<file path="src/hw/rtl/dcw_pkg.sv">
// Shared constants and types for the descriptor chain walker.
`default_nettype none

package dcw_pkg;

   // Walk geometry
   localparam int SLOTS_PER_GROUP = 4;
   localparam int WORDS_DELIVERED = 4;
   localparam int SLOT_CNT_W      = $clog2(SLOTS_PER_GROUP + 1);
   localparam logic [31:0] GROUP_BYTES = 32'(SLOTS_PER_GROUP * 4);

   // Descriptor word decode
   localparam int          STOP_BIT    = 31;
   localparam int          JUMP_BIT    = 30;
   localparam logic [31:0] TARGET_MASK = 32'h3fff_ffff;

   // Step limit register
   localparam int          LIMIT_W     = 24;
   localparam int          STEP_W      = 25;
   localparam logic [LIMIT_W-1:0] LIMIT_RESET = 24'd400000;

   // Operation codes carried on req_tuser
   localparam logic OP_START   = 1'b0;
   localparam logic OP_DELIVER = 1'b1;

   // Result transaction, last field in the lowest bits
   typedef struct packed {
      logic [3:0]        pad;
      logic [STEP_W-1:0] step_count;
      logic              limit_hit;
      logic [31:0]       back_jump_count;
      logic [31:0]       jump_count;
      logic [31:0]       page_count;
      logic [31:0]       stop_addr;
      logic              stop_found;
      logic              done_res;
      logic [31:0]       fetch_addr;
   } rsp_type;

   localparam int RSP_W = $bits(rsp_type);

endpackage

`default_nettype wire

</file>
<file path="src/hw/rtl/dma_descriptor_chain_walker_core.sv">
// Descriptor chain walker: scans fetched descriptor groups and issues next fetch addresses.
//
// Usage: send a start transaction (req_tuser = 0) carrying the chain address in
// req_tdata[31:0]; the response gives that address as the first fetch address.
// Then deliver each fetched 16-byte group (req_tuser = 1, words in req_tdata
// [63:32] .. [159:128]); each response gives the next group to fetch, or done_res
// set once a STOP word or the step limit ended the walk. Every request yields
// exactly one response, in order.
// The response is registered: it enters the response register, or the skid entry while that register is held.
// Throughput: one request per cycle while req_tready is high; the four-slot scan of a group is one level
// of priority logic between the walk state registers and the response register.
// Stalls: a response register plus one skid entry sit on the output, so one more
// request is taken while a response waits; req_tready drops when both are full.
// Reset (synchronous): the walk is idle (done), all counts are zero, the step
// limit returns to 400000, and no response is pending. The user writes the step limit
// via csr_write_enable / csr_write_data only while idle; the block does not enforce it.
`default_nettype none

module dma_descriptor_chain_walker_core (
   input  wire logic                       clock,
   input  wire logic                       reset,
   // configuration
   input  wire logic                       csr_write_enable,
   input  wire logic [dcw_pkg::LIMIT_W-1:0] csr_write_data,   // step_limit
   // request channel
   input  wire logic                       req_tvalid,
   output      logic                       req_tready,
   input  wire logic [159:0]               req_tdata,  // start_addr, word_zero, word_one,
                                                       // word_two, word_three
   input  wire logic                       req_tuser,  // operation
   // response channel
   output      logic                       rsp_tvalid,
   input  wire logic                       rsp_tready,
   output      logic [191:0]               rsp_tdata   // fetch_addr, done_res, stop_found,
                                                       // stop_addr, page_count, jump_count,
                                                       // back_jump_count, limit_hit,
                                                       // step_count, zero pad
);

   // Configuration and walk state
   logic [dcw_pkg::LIMIT_W-1:0] step_limit_ff;
   logic [31:0]                 group_addr_ff,  group_addr_in;
   logic [31:0]                 pages_ff,       pages_in;
   logic [31:0]                 jumps_ff,       jumps_in;
   logic [31:0]                 back_jumps_ff,  back_jumps_in;
   logic [dcw_pkg::STEP_W-1:0]  steps_ff,       steps_in;
   logic                        walk_done_ff,   walk_done_in;
   logic                        stop_seen_ff,   stop_seen_in;
   logic                        limit_seen_ff,  limit_seen_in;

   // Output register and skid entry
   dcw_pkg::rsp_type            out_ff,  skid_ff;
   logic                        out_valid_ff, skid_valid_ff;
   dcw_pkg::rsp_type            rsp_new;

   logic                        req_accept;
   logic                        out_free;

   assign req_tready = !skid_valid_ff;
   assign req_accept = req_tvalid && req_tready;
   assign out_free   = !out_valid_ff || rsp_tready;
   assign rsp_tvalid = out_valid_ff;
   assign rsp_tdata  = out_ff;

   // Start a walk, or scan one delivered group slot by slot, first terminating slot wins
   always_comb begin
      logic [31:0]                    words [dcw_pkg::WORDS_DELIVERED];
      logic [31:0]                    w;
      logic [31:0]                    tgt;
      logic                           active;
      logic                           jump_taken;
      logic [dcw_pkg::SLOT_CNT_W-1:0] page_add;
      logic [dcw_pkg::STEP_W-1:0]     steps;
      logic [32:0]                    page_sum;

      words[0] = req_tdata[63:32];
      words[1] = req_tdata[95:64];
      words[2] = req_tdata[127:96];
      words[3] = req_tdata[159:128];

      group_addr_in = group_addr_ff;
      pages_in      = pages_ff;
      jumps_in      = jumps_ff;
      back_jumps_in = back_jumps_ff;
      steps_in      = steps_ff;
      walk_done_in  = walk_done_ff;
      stop_seen_in  = stop_seen_ff;
      limit_seen_in = limit_seen_ff;

      active     = 1'b1;
      jump_taken = 1'b0;
      tgt        = '0;
      page_add   = '0;
      steps      = steps_ff;
      page_sum   = '0;

      unique case (req_tuser)
         dcw_pkg::OP_START: begin
            group_addr_in = req_tdata[31:0];
            pages_in      = '0;
            jumps_in      = '0;
            back_jumps_in = '0;
            steps_in      = '0;
            walk_done_in  = 1'b0;
            stop_seen_in  = 1'b0;
            limit_seen_in = 1'b0;
         end
         dcw_pkg::OP_DELIVER: begin
            if (!walk_done_ff) begin
               for (int s = 0; s < dcw_pkg::SLOTS_PER_GROUP; s++) begin
                  if (s < dcw_pkg::WORDS_DELIVERED) begin
                     w = words[2'(s)];
                  end else begin
                     w = '0;
                  end
                  if (active) begin
                     if (steps >= {1'b0, step_limit_ff}) begin
                        limit_seen_in = 1'b1;
                        walk_done_in  = 1'b1;
                        active        = 1'b0;
                     end else if (w[dcw_pkg::STOP_BIT]) begin
                        stop_seen_in = 1'b1;
                        walk_done_in = 1'b1;
                        active       = 1'b0;
                     end else if (w[dcw_pkg::JUMP_BIT]) begin
                        tgt        = w & dcw_pkg::TARGET_MASK;
                        jump_taken = 1'b1;
                        active     = 1'b0;
                     end else if (w != '0) begin
                        page_add = page_add + 1'b1;
                     end
                     steps = steps + 1'b1;
                  end
               end
               steps_in = steps;

               // Saturating page count
               page_sum = {1'b0, pages_ff} + 33'(page_add);
               pages_in = page_sum[32] ? '1 : page_sum[31:0];

               if (jump_taken) begin
                  jumps_in = (&jumps_ff) ? jumps_ff : jumps_ff + 1'b1;
                  if (tgt <= group_addr_ff) begin
                     back_jumps_in = (&back_jumps_ff) ? back_jumps_ff : back_jumps_ff + 1'b1;
                  end
                  group_addr_in = tgt;
               end else if (active) begin
                  group_addr_in = group_addr_ff + dcw_pkg::GROUP_BYTES;
               end
            end
         end
         default: begin
         end
      endcase
   end

   // Build the response from the updated state
   always_comb begin
      rsp_new                 = '0;
      rsp_new.fetch_addr      = walk_done_in ? '0 : group_addr_in;
      rsp_new.done_res        = walk_done_in;
      rsp_new.stop_found      = stop_seen_in;
      rsp_new.stop_addr       = stop_seen_in ? group_addr_in : '0;
      rsp_new.page_count      = pages_in;
      rsp_new.jump_count      = jumps_in;
      rsp_new.back_jump_count = back_jumps_in;
      rsp_new.limit_hit       = limit_seen_in;
      rsp_new.step_count      = steps_in;
   end

   // Hold the step limit
   always_ff @(posedge clock) begin
      if (reset) begin
         step_limit_ff <= dcw_pkg::LIMIT_RESET;
      end else if (csr_write_enable) begin
         step_limit_ff <= csr_write_data;
      end
   end

   // Advance the walk state on each accepted transaction
   always_ff @(posedge clock) begin
      if (reset) begin
         group_addr_ff <= '0;
         pages_ff      <= '0;
         jumps_ff      <= '0;
         back_jumps_ff <= '0;
         steps_ff      <= '0;
         walk_done_ff  <= 1'b1;
         stop_seen_ff  <= 1'b0;
         limit_seen_ff <= 1'b0;
      end else if (req_accept) begin
         group_addr_ff <= group_addr_in;
         pages_ff      <= pages_in;
         jumps_ff      <= jumps_in;
         back_jumps_ff <= back_jumps_in;
         steps_ff      <= steps_in;
         walk_done_ff  <= walk_done_in;
         stop_seen_ff  <= stop_seen_in;
         limit_seen_ff <= limit_seen_in;
      end
   end

   // Output register with skid entry
   always_ff @(posedge clock) begin
      if (reset) begin
         out_valid_ff  <= 1'b0;
         skid_valid_ff <= 1'b0;
      end else if (out_free) begin
         if (skid_valid_ff) begin
            out_valid_ff  <= 1'b1;
            skid_valid_ff <= 1'b0;
         end else begin
            out_valid_ff  <= req_accept;
         end
      end else if (req_accept) begin
         skid_valid_ff <= 1'b1;
      end
   end

   always_ff @(posedge clock) begin
      if (out_free) begin
         if (skid_valid_ff) begin
            out_ff <= skid_ff;
         end else if (req_accept) begin
            out_ff <= rsp_new;
         end
      end else if (req_accept) begin
         skid_ff <= rsp_new;
      end
   end

   // Checks
   a_skid_needs_out: assert property (@(posedge clock) disable iff (reset)
      skid_valid_ff |-> out_valid_ff)
      else $error("skid entry holds a response while the output register is empty");

   a_done_no_fetch: assert property (@(posedge clock) disable iff (reset)
      out_valid_ff && out_ff.done_res |-> out_ff.fetch_addr == '0)
      else $error("finished walk reports a fetch address");

   a_end_cause_single: assert property (@(posedge clock) disable iff (reset)
      !(stop_seen_ff && limit_seen_ff))
      else $error("walk ended by both stop and step limit");

   a_walking_no_cause: assert property (@(posedge clock) disable iff (reset)
      !walk_done_ff |-> !stop_seen_ff && !limit_seen_ff)
      else $error("walk in progress carries an end cause");

   // A limit end always reports more examinations than the limit allows
   a_limit_step_count: assert property (@(posedge clock) disable iff (reset)
      req_accept && !walk_done_ff && limit_seen_in |=>
      steps_ff > {1'b0, $past(step_limit_ff)})
      else $error("step limit end reports wrong step count");

endmodule

`default_nettype wire
</file>
<file path="config.mk">
export PLATFORM = sky130hd
export DESIGN_NAME = dma_descriptor_chain_walker_core
export DESIGN_NICKNAME = d
export VERILOG_FILES = /design/src/hw/rtl/dcw_pkg.sv /design/src/hw/rtl/dma_descriptor_chain_walker_core.sv
export SDC_FILE = /design/constraint.sdc
export NUM_CORES = 1
export LEC_CHECK = 0
export ABC_AREA = 1
export ABC_CLOCK_PERIOD_IN_PS = 17300
export BUFFER_PORTS_ARGS = -buffer_cell sky130_fd_sc_hd__buf_2
export CORE_ASPECT_RATIO = 1.1
export CORE_MARGIN = 2
export CORE_UTILIZATION = 38
export CTS_CLUSTER_DIAMETER = 80
export DETAILED_ROUTE_END_ITERATION = 6
export HOLD_SLACK_MARGIN = 0.08
export PLACE_DENSITY = 0.58
export RECOVER_POWER = 25
export SYNTH_ARGS = -nofsm -noshare
export SYNTH_HDL_FRONTEND = slang
export SYNTH_SLANG_ARGS = --single-unit
</file>
<file path="constraint.sdc">
create_clock -name clock -period 17.3 [get_ports clock]
set_input_delay 5.19 -clock clock [delete_from_list [all_inputs] [get_ports clock]]
set_output_delay 5.19 -clock clock [all_outputs]
set_load 0.05 [all_outputs]
</file>
After elaboration in Yosys (flattened, before gate mapping)
Cells that the tools add are included.
- $add $sub $neg: 9
- multipliers: 0
- divide/modulo/power cells: 0
- magnitude comparators: 5
- eq/ne operators: 0
- shift-type cells: 0
- muxes and demuxes: 113
- bitwise operators: 2
- reduce and logical (&&, ||, !) cells: 12
- operators with widths (kind ; number):
    $mux 32 ; 24
    $mux 188 ; 2
    $pmux 32 s2 ; 4
    $mux 25 ; 10
    $add 25x1->25 const B ; 4
    $ge 25x24->1 ; 4
    $mux 30 ; 3
    $add 32x1->32 const B ; 2
    $reduce_and 32->1 ; 2
    $reduce_bool 32->1 ; 2
    $mux 1 ; 57
    $pmux 25 s2 ; 1
    $add 32x3->33 ; 1
    $add 32x5->32 const B ; 1
    $le 32x32->1 ; 1
    $mux 3 ; 9
    $pmux 1 s2 ; 3
    $reduce_and 2->1 ; 2
    $add 3x1->3 const B ; 1
    $logic_not 1->1 ; 2
    $not 1->1 ; 2
    $reduce_bool 2->1 ; 1
    $reduce_or 2->1 ; 1
    $logic_and 1x1->1 ; 1
    $logic_or 1x1->1 ; 1
- register bits: 558
- bits in latches: 0
- memory bits (writable): 0
- bits in read-only memories: 0
- input port bits: 190
- output and inout bits: 194
- logic and storage cells: 170
- memories kept: 0

Depth between registers and ports, before layout
Gate-level depths: netlist of run 1.
- depth in word-level cells: 26
- mapped depth: 50

Least setup slack after synthesis of run 1
No wires, ideal clock.
- kind: input port to flip-flop
- from: input port req_tvalid
- to: register skid_ff[0] (netlist bit) (enable)
- library setup time: 740 ps
- arrival: 13686 ps
- path slack: 2874 ps
- stages on the path: 6
- path buffers: 2
- cells stage by stage: inv_1 > nor2_1 > inv_1 > clkbuf_1 > clkbuf_1 > nor2_1
- longest elaborated chain between the ends: 2
- RTL lines (what ; line ; RTL):
    start, declared ; dma_descriptor_chain_walker_core.sv:26 ; input wire logic req_tvalid,
    $logic_and 1x1->1 ; dma_descriptor_chain_walker_core.sv:60 ; assign req_accept = req_tvalid && req_tready;
    $reduce_and 2->1 (no source line) ; - ;
    end signal, assigned ; dma_descriptor_chain_walker_core.sv:228 ; skid_ff <= rsp_new;
    end, declared ; dma_descriptor_chain_walker_core.sv:52 ; dcw_pkg::rsp_type out_ff, skid_ff;
No other way between the ends.
A chain may end at the register's enable or synchronous reset.

Worst setup path in the final report of run 1
- from: input port req_tdata[62]
- to: register out_ff (netlist bit rsp_tdata[9]) (data pin)
- longest elaborated chain between the ends: 26
- elaborated cells on any way between the ends: 59
- RTL lines (what ; line ; RTL):
    start, declared ; dma_descriptor_chain_walker_core.sv:28 ; input wire logic [159:0] req_tdata,
    $mux 32 * ; dma_descriptor_chain_walker_core.sv:109 ; if (!walk_done_ff) begin
    $mux 32 * ; dma_descriptor_chain_walker_core.sv:97 ; unique case (req_tuser)
    $mux 1 ; dma_descriptor_chain_walker_core.sv:125 ; end else if (w[dcw_pkg::JUMP_BIT]) begin
    $mux 1 ; dma_descriptor_chain_walker_core.sv:121 ; end else if (w[dcw_pkg::STOP_BIT]) begin
    $mux 1 ; dma_descriptor_chain_walker_core.sv:117 ; if (steps >= {1'b0, step_limit_ff}) begin
    $mux 1 ; dma_descriptor_chain_walker_core.sv:109 ;
    $mux 1 ; dma_descriptor_chain_walker_core.sv:97 ;
    $mux 25 ; dma_descriptor_chain_walker_core.sv:116 ; if (active) begin
    [10 not listed] ; - ;
    $mux 1 ; dma_descriptor_chain_walker_core.sv:97 ;
    $mux 32 ; dma_descriptor_chain_walker_core.sv:147 ; end else if (active) begin
    $mux 32 ; dma_descriptor_chain_walker_core.sv:141 ; if (jump_taken) begin
    $mux 32 ; dma_descriptor_chain_walker_core.sv:109 ;
    $pmux 32 s2 ; dma_descriptor_chain_walker_core.sv:97 ;
    $mux 32 * ; dma_descriptor_chain_walker_core.sv:160 ; rsp_new.fetch_addr = walk_done_in ? '0 : group_addr_in;
    $mux 188 * ; dma_descriptor_chain_walker_core.sv:224 ; end else if (req_accept) begin
    $mux 188 * ; dma_descriptor_chain_walker_core.sv:222 ; if (skid_valid_ff) begin
    end signal, assigned ; dma_descriptor_chain_walker_core.sv:223 ; out_ff <= skid_ff;
    end signal, assigned ; dma_descriptor_chain_walker_core.sv:225 ; out_ff <= rsp_new;
    end, declared ; dma_descriptor_chain_walker_core.sv:52 ;
Mark *: on every way between the ends. The rest lies on a longest branch, timed or not. The select of a mux whose other input is x is not followed.

==> metrics.yaml, run 1 <==
cts_buffers: 61
cp_max_fo: 34
mostFrequentLayoutCells: "nand2_1 (1187), inv_1 (479), edfxtp_1 (376)"
wl_mm: 102
vias: 28800
start_util: 0.384
violations: "max-capacitance violations, max-slew violations"
synth_area_per_cell_um2: 7.73
yosysWarnings: 0
final_antenna_net_count: 0
slew_violations: 306
grt_use_total: 0.226
power_density_mw_per_mm2: 96.0
overflow: 0
cts_tree: "built"
period_needed_ns: 12.29
synth_mux_area_frac: 0.000345
reg2regPathDepth: 34
crit_arrival_ns: 12.81
drt_iter0_drc: 1996
synthAdderAreaFrac: 0.0528
clock_sinks: 558
worst_slew_pin_slew_ns: 4.07
synth_compound_area_frac: 0.124
synth_xor_area_frac: 0.0153
port_buffers: 315
core_area_mm2: 0.0849
hp-class: "reg -> reg"
rsz0062_at_grt: "false"
ctsLongestPathBuffers: 3
ys_async_sr_fraction: 0
yosysUniqueCellTypes: 58
period_share: 0.710
place.gp.congestion: 0.944
relSlewSlack: -1.71
dp_hpwl_mm: 74.3
drc_errors: 0
h-tree-depth: 2
synth_simple_gate_area_share: 0.269
ys.flop_type: "edfxtp_1"
power.leakage_nw: 15.7
ys_ff_latch: 558
die_area_mm2: 0.0882
fin_nets: 4791
finalHoldViolCount: 0
dp_slack_ns: 4.49
die_x_um: 283
die_y_um: 311
p_total_mw: 3.57
first_pass_iters: 5
grt_pass1_vias: 27400
setup_violations: 0
cts_setup_buffers: 0
hold_depth: 2
rows: 112
drive_gt1_frac: 0.117
critPathLaunchType: "input pin"
post_drt_wl_per_cell_um: 18.1
n_fill_cell: 8721
tns_ns: 0
viasPerCell: 5.10
hold_buffers: 0
run_status: "complete, but fails checks"
syn2layout_area_growth_pct: 14.1
syn_inst: 4222
grt_pass1_wl_mm: 157
fin_util: 0.438
seq_area_mm2: 0.0149
clock-root-buffer: "clkbuf_16"
fin_skew_ns: 0.0459
crit_type: "in -> reg"
multi_input_area_mm2: 0.0151
synth_edf_count: 376
cpPeakStageDelay_ns: 0.85
crit_path_end_kind: "flop"
cts.clk_slew.worst_paths_ns: 0.07
layout_commonest_cell: "nand2_1"
yosysSeqAreaShare: 0.458
max_freq_mhz: 81.4
vdd_drop_max_mv: 0.0783
grt_max_degree: 149
ios: 384
maxCapViolations: 6
fin_ws_ns: 5.01
synth_top_family_by_area: "simple AND/OR/NAND/NOR gates"
cts_resized: 0
insertion_delay_ns: 0.68
antenna_found_initial: 8
synth_area_mm2: 0.0326
critPathMostFrequentCell: "nand2_1"
timing.critical_path.required_ns: 17.82
slowest_stage: "nor2_1"
==> power breakdown <==
group	leakage, nW	total (mW)	switching, mW	internal [mW]
logic	9.60	0.628	0.468	0.159
registers	5.11	1.57	0.0550	1.51
clock network	1.02	1.38	0.582	0.796
==> cells by family (layout without fill, tap and decap cells) <==
group,count (synthesis),in the layout
flops,558,558
compound gates,765,765
mux,1,1
xor+xnor,54,54
fa+ha+maj,137,137
buf+inv,672,964
other cells,1,6
simple gates,2034,2034
==> critical path, delay by kind of cell <==
| family | cells | cell delay [ns] |
|---|---|---|
| compound gates | 7 | 1.70 |
| fa+ha+maj | 1 | 0.30 |
| buf+inv | 4 | 1.10 |
| simple gates | 16 | 4.44 |
==> area by class of cell <==
| class | count | share of cell area |
|---|---|---|
| diodes | 2 | 0.000134 |
| multi-input cells | 2995 | 0.406 |
| repair buffers | 344 | 0.0463 |
| well taps | 1140 | 0.0383 |
| inverters | 504 | 0.0510 |
| clock inverters | 40 | 0.0131 |
| clock buffers | 76 | 0.0439 |
| flip-flops and latches | 558 | 0.401 |
==> sequential cells by signal (all words and copies together) (netlist names) <==
register and flops:
rsp_tdata 188, skid_ff 188, back_jumps_ff 32, group_addr_ff 32, jumps_ff 32, pages_ff 32, steps_ff 25, step_limit_ff 24
limit_seen_ff 1, rsp_tvalid 1, skid_valid_ff 1, stop_seen_ff 1, walk_done_ff 1
==> synth_stat cells, drive strengths merged (4+ instances only) <==
master / n / area [um^2]
a211oi: 4 / 30.0
a21o: 4 / 30.0
a21oi: 334 / 1670
a31o: 5 / 43.8
a31oi: 11 / 68.8
a32o: 19 / 190
and3: 5 / 31.3
buf: 37 / 226
clkbuf: 131 / 492
dfxtp: 182 / 3640
edfxtp: 376 / 11300
ha: 136 / 1700
inv: 501 / 1880
nand2: 1209 / 4600
nand3: 246 / 1270
nand3b: 9 / 67.6
nand4: 72 / 465
nor2: 361 / 1600
nor3: 74 / 370
nor3b: 4 / 30.0
nor4: 34 / 213
o211ai: 7 / 52.6
o21ai: 358 / 1800
o21bai: 8 / 60.1
o31ai: 5 / 37.5
or2: 16 / 100
xnor2: 5 / 43.8
xor2: 49 / 455
==> stage by stage <==
stage / cell area (um^2) / instances / hold WS (ns)
2_1_floorplan: 32600 / 4225 / 0.494
3_3_place_gp: 35200 / 5541 / 0.501
3_5_place_dp: 35200 / 5541 / 0.504
4_1_cts: 37300 / 5657 / 0.515
5_1_grt: 37200 / 5659 / 0.541
6_report: 37200 / 5659 / 0.514
==> routing by layer <==
layer  vias to the layer above  part of all wire  global-route usage  routed length [um]
met4                        10             0.035              0.0804                3630
met2                       786              0.47               0.387               48500
met5                         -           0.00056                   0                  57
met1                     13300              0.44               0.291               45100
met3                       178             0.051              0.0324                5220
li1                      14600                 -                   -                   -
==> worst paths after layout <==
kind / from / to / slack (ns)
worst max-delay path: req_tdata[62] / rsp_tdata[9]$_DFFE_PP_ / 5.01
worst min-delay path: skid_ff[95]$_DFFE_PP_ / rsp_tdata[95]$_DFFE_PP_ / 0.51
worst max register to register: steps_ff[0]$_SDFFE_PP0P_ / rsp_tdata[145]$_DFFE_PP_ / 8.12
worst min register to register: skid_ff[95]$_DFFE_PP_ / rsp_tdata[95]$_DFFE_PP_ / 0.51
Power figures use the tool's default switching activity.
==> run 2, diff against run 1 <==
--- a/config.mk
+++ b/config.mk
@@ -5,8 +5,8 @@
 export SDC_FILE = /design/constraint.sdc
 export NUM_CORES = 1
 export LEC_CHECK = 0
-export ABC_AREA = 1
-export ABC_CLOCK_PERIOD_IN_PS = 17300
+export ABC_AREA = 0
+export ABC_CLOCK_PERIOD_IN_PS = 11600
 export BUFFER_PORTS_ARGS = -buffer_cell sky130_fd_sc_hd__buf_2
 export CORE_ASPECT_RATIO = 1.1
 export CORE_MARGIN = 2
==> constraint.sdc (replaced) <==
create_clock -name clock -period 11.6 [get_ports clock]
set_input_delay 3.48 -clock clock [delete_from_list [all_inputs] [get_ports clock]]
set_output_delay 3.48 -clock clock [all_outputs]
set_load 0.05 [all_outputs]
==> run 2 against run 1 <==
The flow still finishes with violations (max-capacitance violations, max-slew violations). Cell area fell by 0.93%. Sequential cell count did not move. Combinational power fell by 7.2%. Synthesized cell count fell by 20%. Critical path depth fell by 3. Core utilization fell by 0.26 points. Total power rose by 34%. First-iteration DRC count rose by 25%. Hold slack got worse by 0.047 ns. Via count fell by 5.7%. Critical endpoint is now rsp_tdata[30]$_DFFE_PP_.
==> metrics.yaml, run 2 <==
overflow: 0
fin_ws_ns: 1.28
synth_compound_area_frac: 0.165
yosysUniqueCellTypes: 115
fin_nets: 3943
core_area_mm2: 0.0846
cts_resized: 0
port_buffers: 315
pwr-share-clk: 0.412
rsz0062_at_grt: "false"
die_y_um: 310
critPathLaunchType: "input pin"
synth_area_per_cell_um2: 9.54
h-tree-depth: 2
ios: 384
antenna_found_initial: 6
grt_max_degree: 92
power_density_mw_per_mm2: 130
first_pass_iters: 5
run_status: "complete, but fails checks"
violations: "max-capacitance violations, max-slew violations"
layout_commonest_cell: "nand2_1"
synth_mux_area_frac: 0.0317
power_frac_seq: 0.467
grt_pass1_vias: 25500
syn2layout_area_growth_pct: 13.9
drt_iter0_drc: 2487
syn_inst: 3392
ys.flop_type: "edfxtp_1"
cts.clk_slew.worst_paths_ns: 0.06
slew_violations: 215
timing.critical_path.required_ns: 11.98
cts_buffers: 61
rows: 112
synth_area_mm2: 0.0324
ctsLongestPathBuffers: 3
swShare: 0.277
fin_cells: 4809
vias: 27200
synth_top_area_frac: 0.349
pwr-share-comb: 0.121
synthAdderAreaFrac: 0.0532
synth_simple_gate_area_share: 0.201
mostFrequentLayoutCells: "nand2_1 (416), edfxtp_1 (376), nor2_1 (281)"
place.gp.congestion: 0.953
cp_max_fo: 9
dp_hpwl_mm: 78.7
setup_violations: 0
drive_gt1_frac: 0.131
finalHoldViolCount: 0
synth_area_leaders: "edfxtp_1 (35%), dfxtp_1 (11%), ha_1 (5.3%)"
power.leakage_nw: 13.7
grt_use_total: 0.240
cts_setup_buffers: 0
period_needed_ns: 10.32
crit_path_end_kind: "flop"
tns_ns: 0
hp-class: "reg -> reg"
clock-root-buffer: "clkbuf_16"
yosysSeqAreaShare: 0.461
start_util: 0.382
dp_cells: 4693
p_int_mw: 3.47
vdd_drop_max_mv: 0.132
die_area_mm2: 0.0875
wl_mm: 108
synth_edf_count: 376
yosysWarnings: 0
slowest_stage: "and3_1"
p_switching_mw: 1.33
antennaDiodeCount: 0
p_total_mw: 4.80
synth_commonest_cells: "nand2_1 (416), edfxtp_1 (376), nor2_1 (283)"
post_drt_wl_per_cell_um: 22.6
ys_ff_latch: 558
hold_buffers: 0
cts_tree: "built"
relSlewSlack: -2.04
insertion_delay_ns: 0.68
synth_most_common_cell: "nand2_1"
dp_slack_ns: 0.747
final_antenna_net_count: 0
clock_sinks: 558
yosys.area.top_type: "edfxtp_1"
drc_errors: 0
crit_type: "in -> reg"
crit_arrival_ns: 10.70
maxCapViolations: 4
cpPeakStageDelay_ns: 0.53
synth_xor_area_frac: 0.0446
synth_top_family_by_area: "simple AND/OR/NAND/NOR gates"
viasPerCell: 5.65
fin_skew_ns: 0.0709
max_freq_mhz: 96.9
worst_slew_pin_slew_ns: 4.56
period_share: 0.890
die_x_um: 282
ys_async_sr_fraction: 0
grt_pass1_wl_mm: 160
run 2: changes by cell type after synthesis, moves of 39 or more:
| cell | previous run | this run |
|---|---|---|
| and2_1 | 2 | 67 |
| a21o_1 | 4 | 43 |
| and3_1 | 5 | 51 |
| nand2_1 | 1187 | 416 |
| a21oi_1 | 334 | 201 |
| inv_1 | 482 | 127 |
| o21ai_0 | 333 | 147 |
| o31ai_1 | 5 | 64 |
| mux2_2 | 1 | 60 |
| nor2_2 | 43 | 0 |
| xnor2_1 | 5 | 82 |
| nand3_1 | 238 | 114 |
run 2: final timing paths:
check                           slack [ns]  cells after the start                        end                       from
worst max register to register        1.48                     30    rsp_tdata[30]$_DFFE_PP_   steps_ff[7]$_SDFFE_PP0P_
worst min register to register        0.47                      2  pages_ff[14]$_SDFFE_PP0P_  pages_ff[14]$_SDFFE_PP0P_
worst max-delay path                  1.28                     25    rsp_tdata[30]$_DFFE_PP_              req_tdata[62]
worst min-delay path                  0.47                      2  pages_ff[14]$_SDFFE_PP0P_  pages_ff[14]$_SDFFE_PP0P_
run 2: critical path: cells and delay by family:
kind	cells	cell delay [ns]
simple gates	9	2.45
mux	1	0.38
fa+ha+maj	2	0.61
xor+xnor	2	0.71
compound gates	10	2.87
buf+inv	1	0.15
run 2: area by class of cell:
type	count	area, um^2
Fill cell	8408	47800
Multi-Input combinational cell	2490	16100
Sequential cell	558	14900
Timing Repair Buffer	375	1860
Clock buffer	87	1730
Tap cell	1140	1430
Inverter	130	495
Clock inverter	29	325
run 2: cells by family after synthesis:
kind of cell	after synthesis
compound gates	789
xor+xnor	162
fa+ha+maj	137
buf+inv	347
flops	558
mux	95
other cells	1
simple gates	1303
run 2: per-stage QoR:
stage          instance area, um^2  utilization  hold WS, ns
6_report                     36900        0.436        0.467
5_1_grt                      36900        0.436        0.496
4_1_cts                      37100        0.438        0.466
3_5_place_dp                 35000        0.414        0.458
3_3_place_gp                 35000        0.414        0.452
2_1_floorplan                32400            -        0.445
run 2: power groups by stage:
stage	logic (mW)	clock network, mW	registers (mW)
after global placement	0.589	0	2.28
after detailed placement	0.591	0	2.28
after global routing	0.627	2.10	2.25
after CTS	0.593	2.03	2.24
after floorplan	0.253	0	2.42
final	0.583	1.98	2.24
run 2: routing by layer:
layer / vias to the layer above / GRT usage / part of all wire
met3: 183 / 0.0454 / 0.068
met2: 911 / 0.380 / 0.45
met4: 2 / 0.0834 / 0.035
met5: - / 0 / 0.00013
met1: 13100 / 0.328 / 0.44
li1: 13000 / - / -
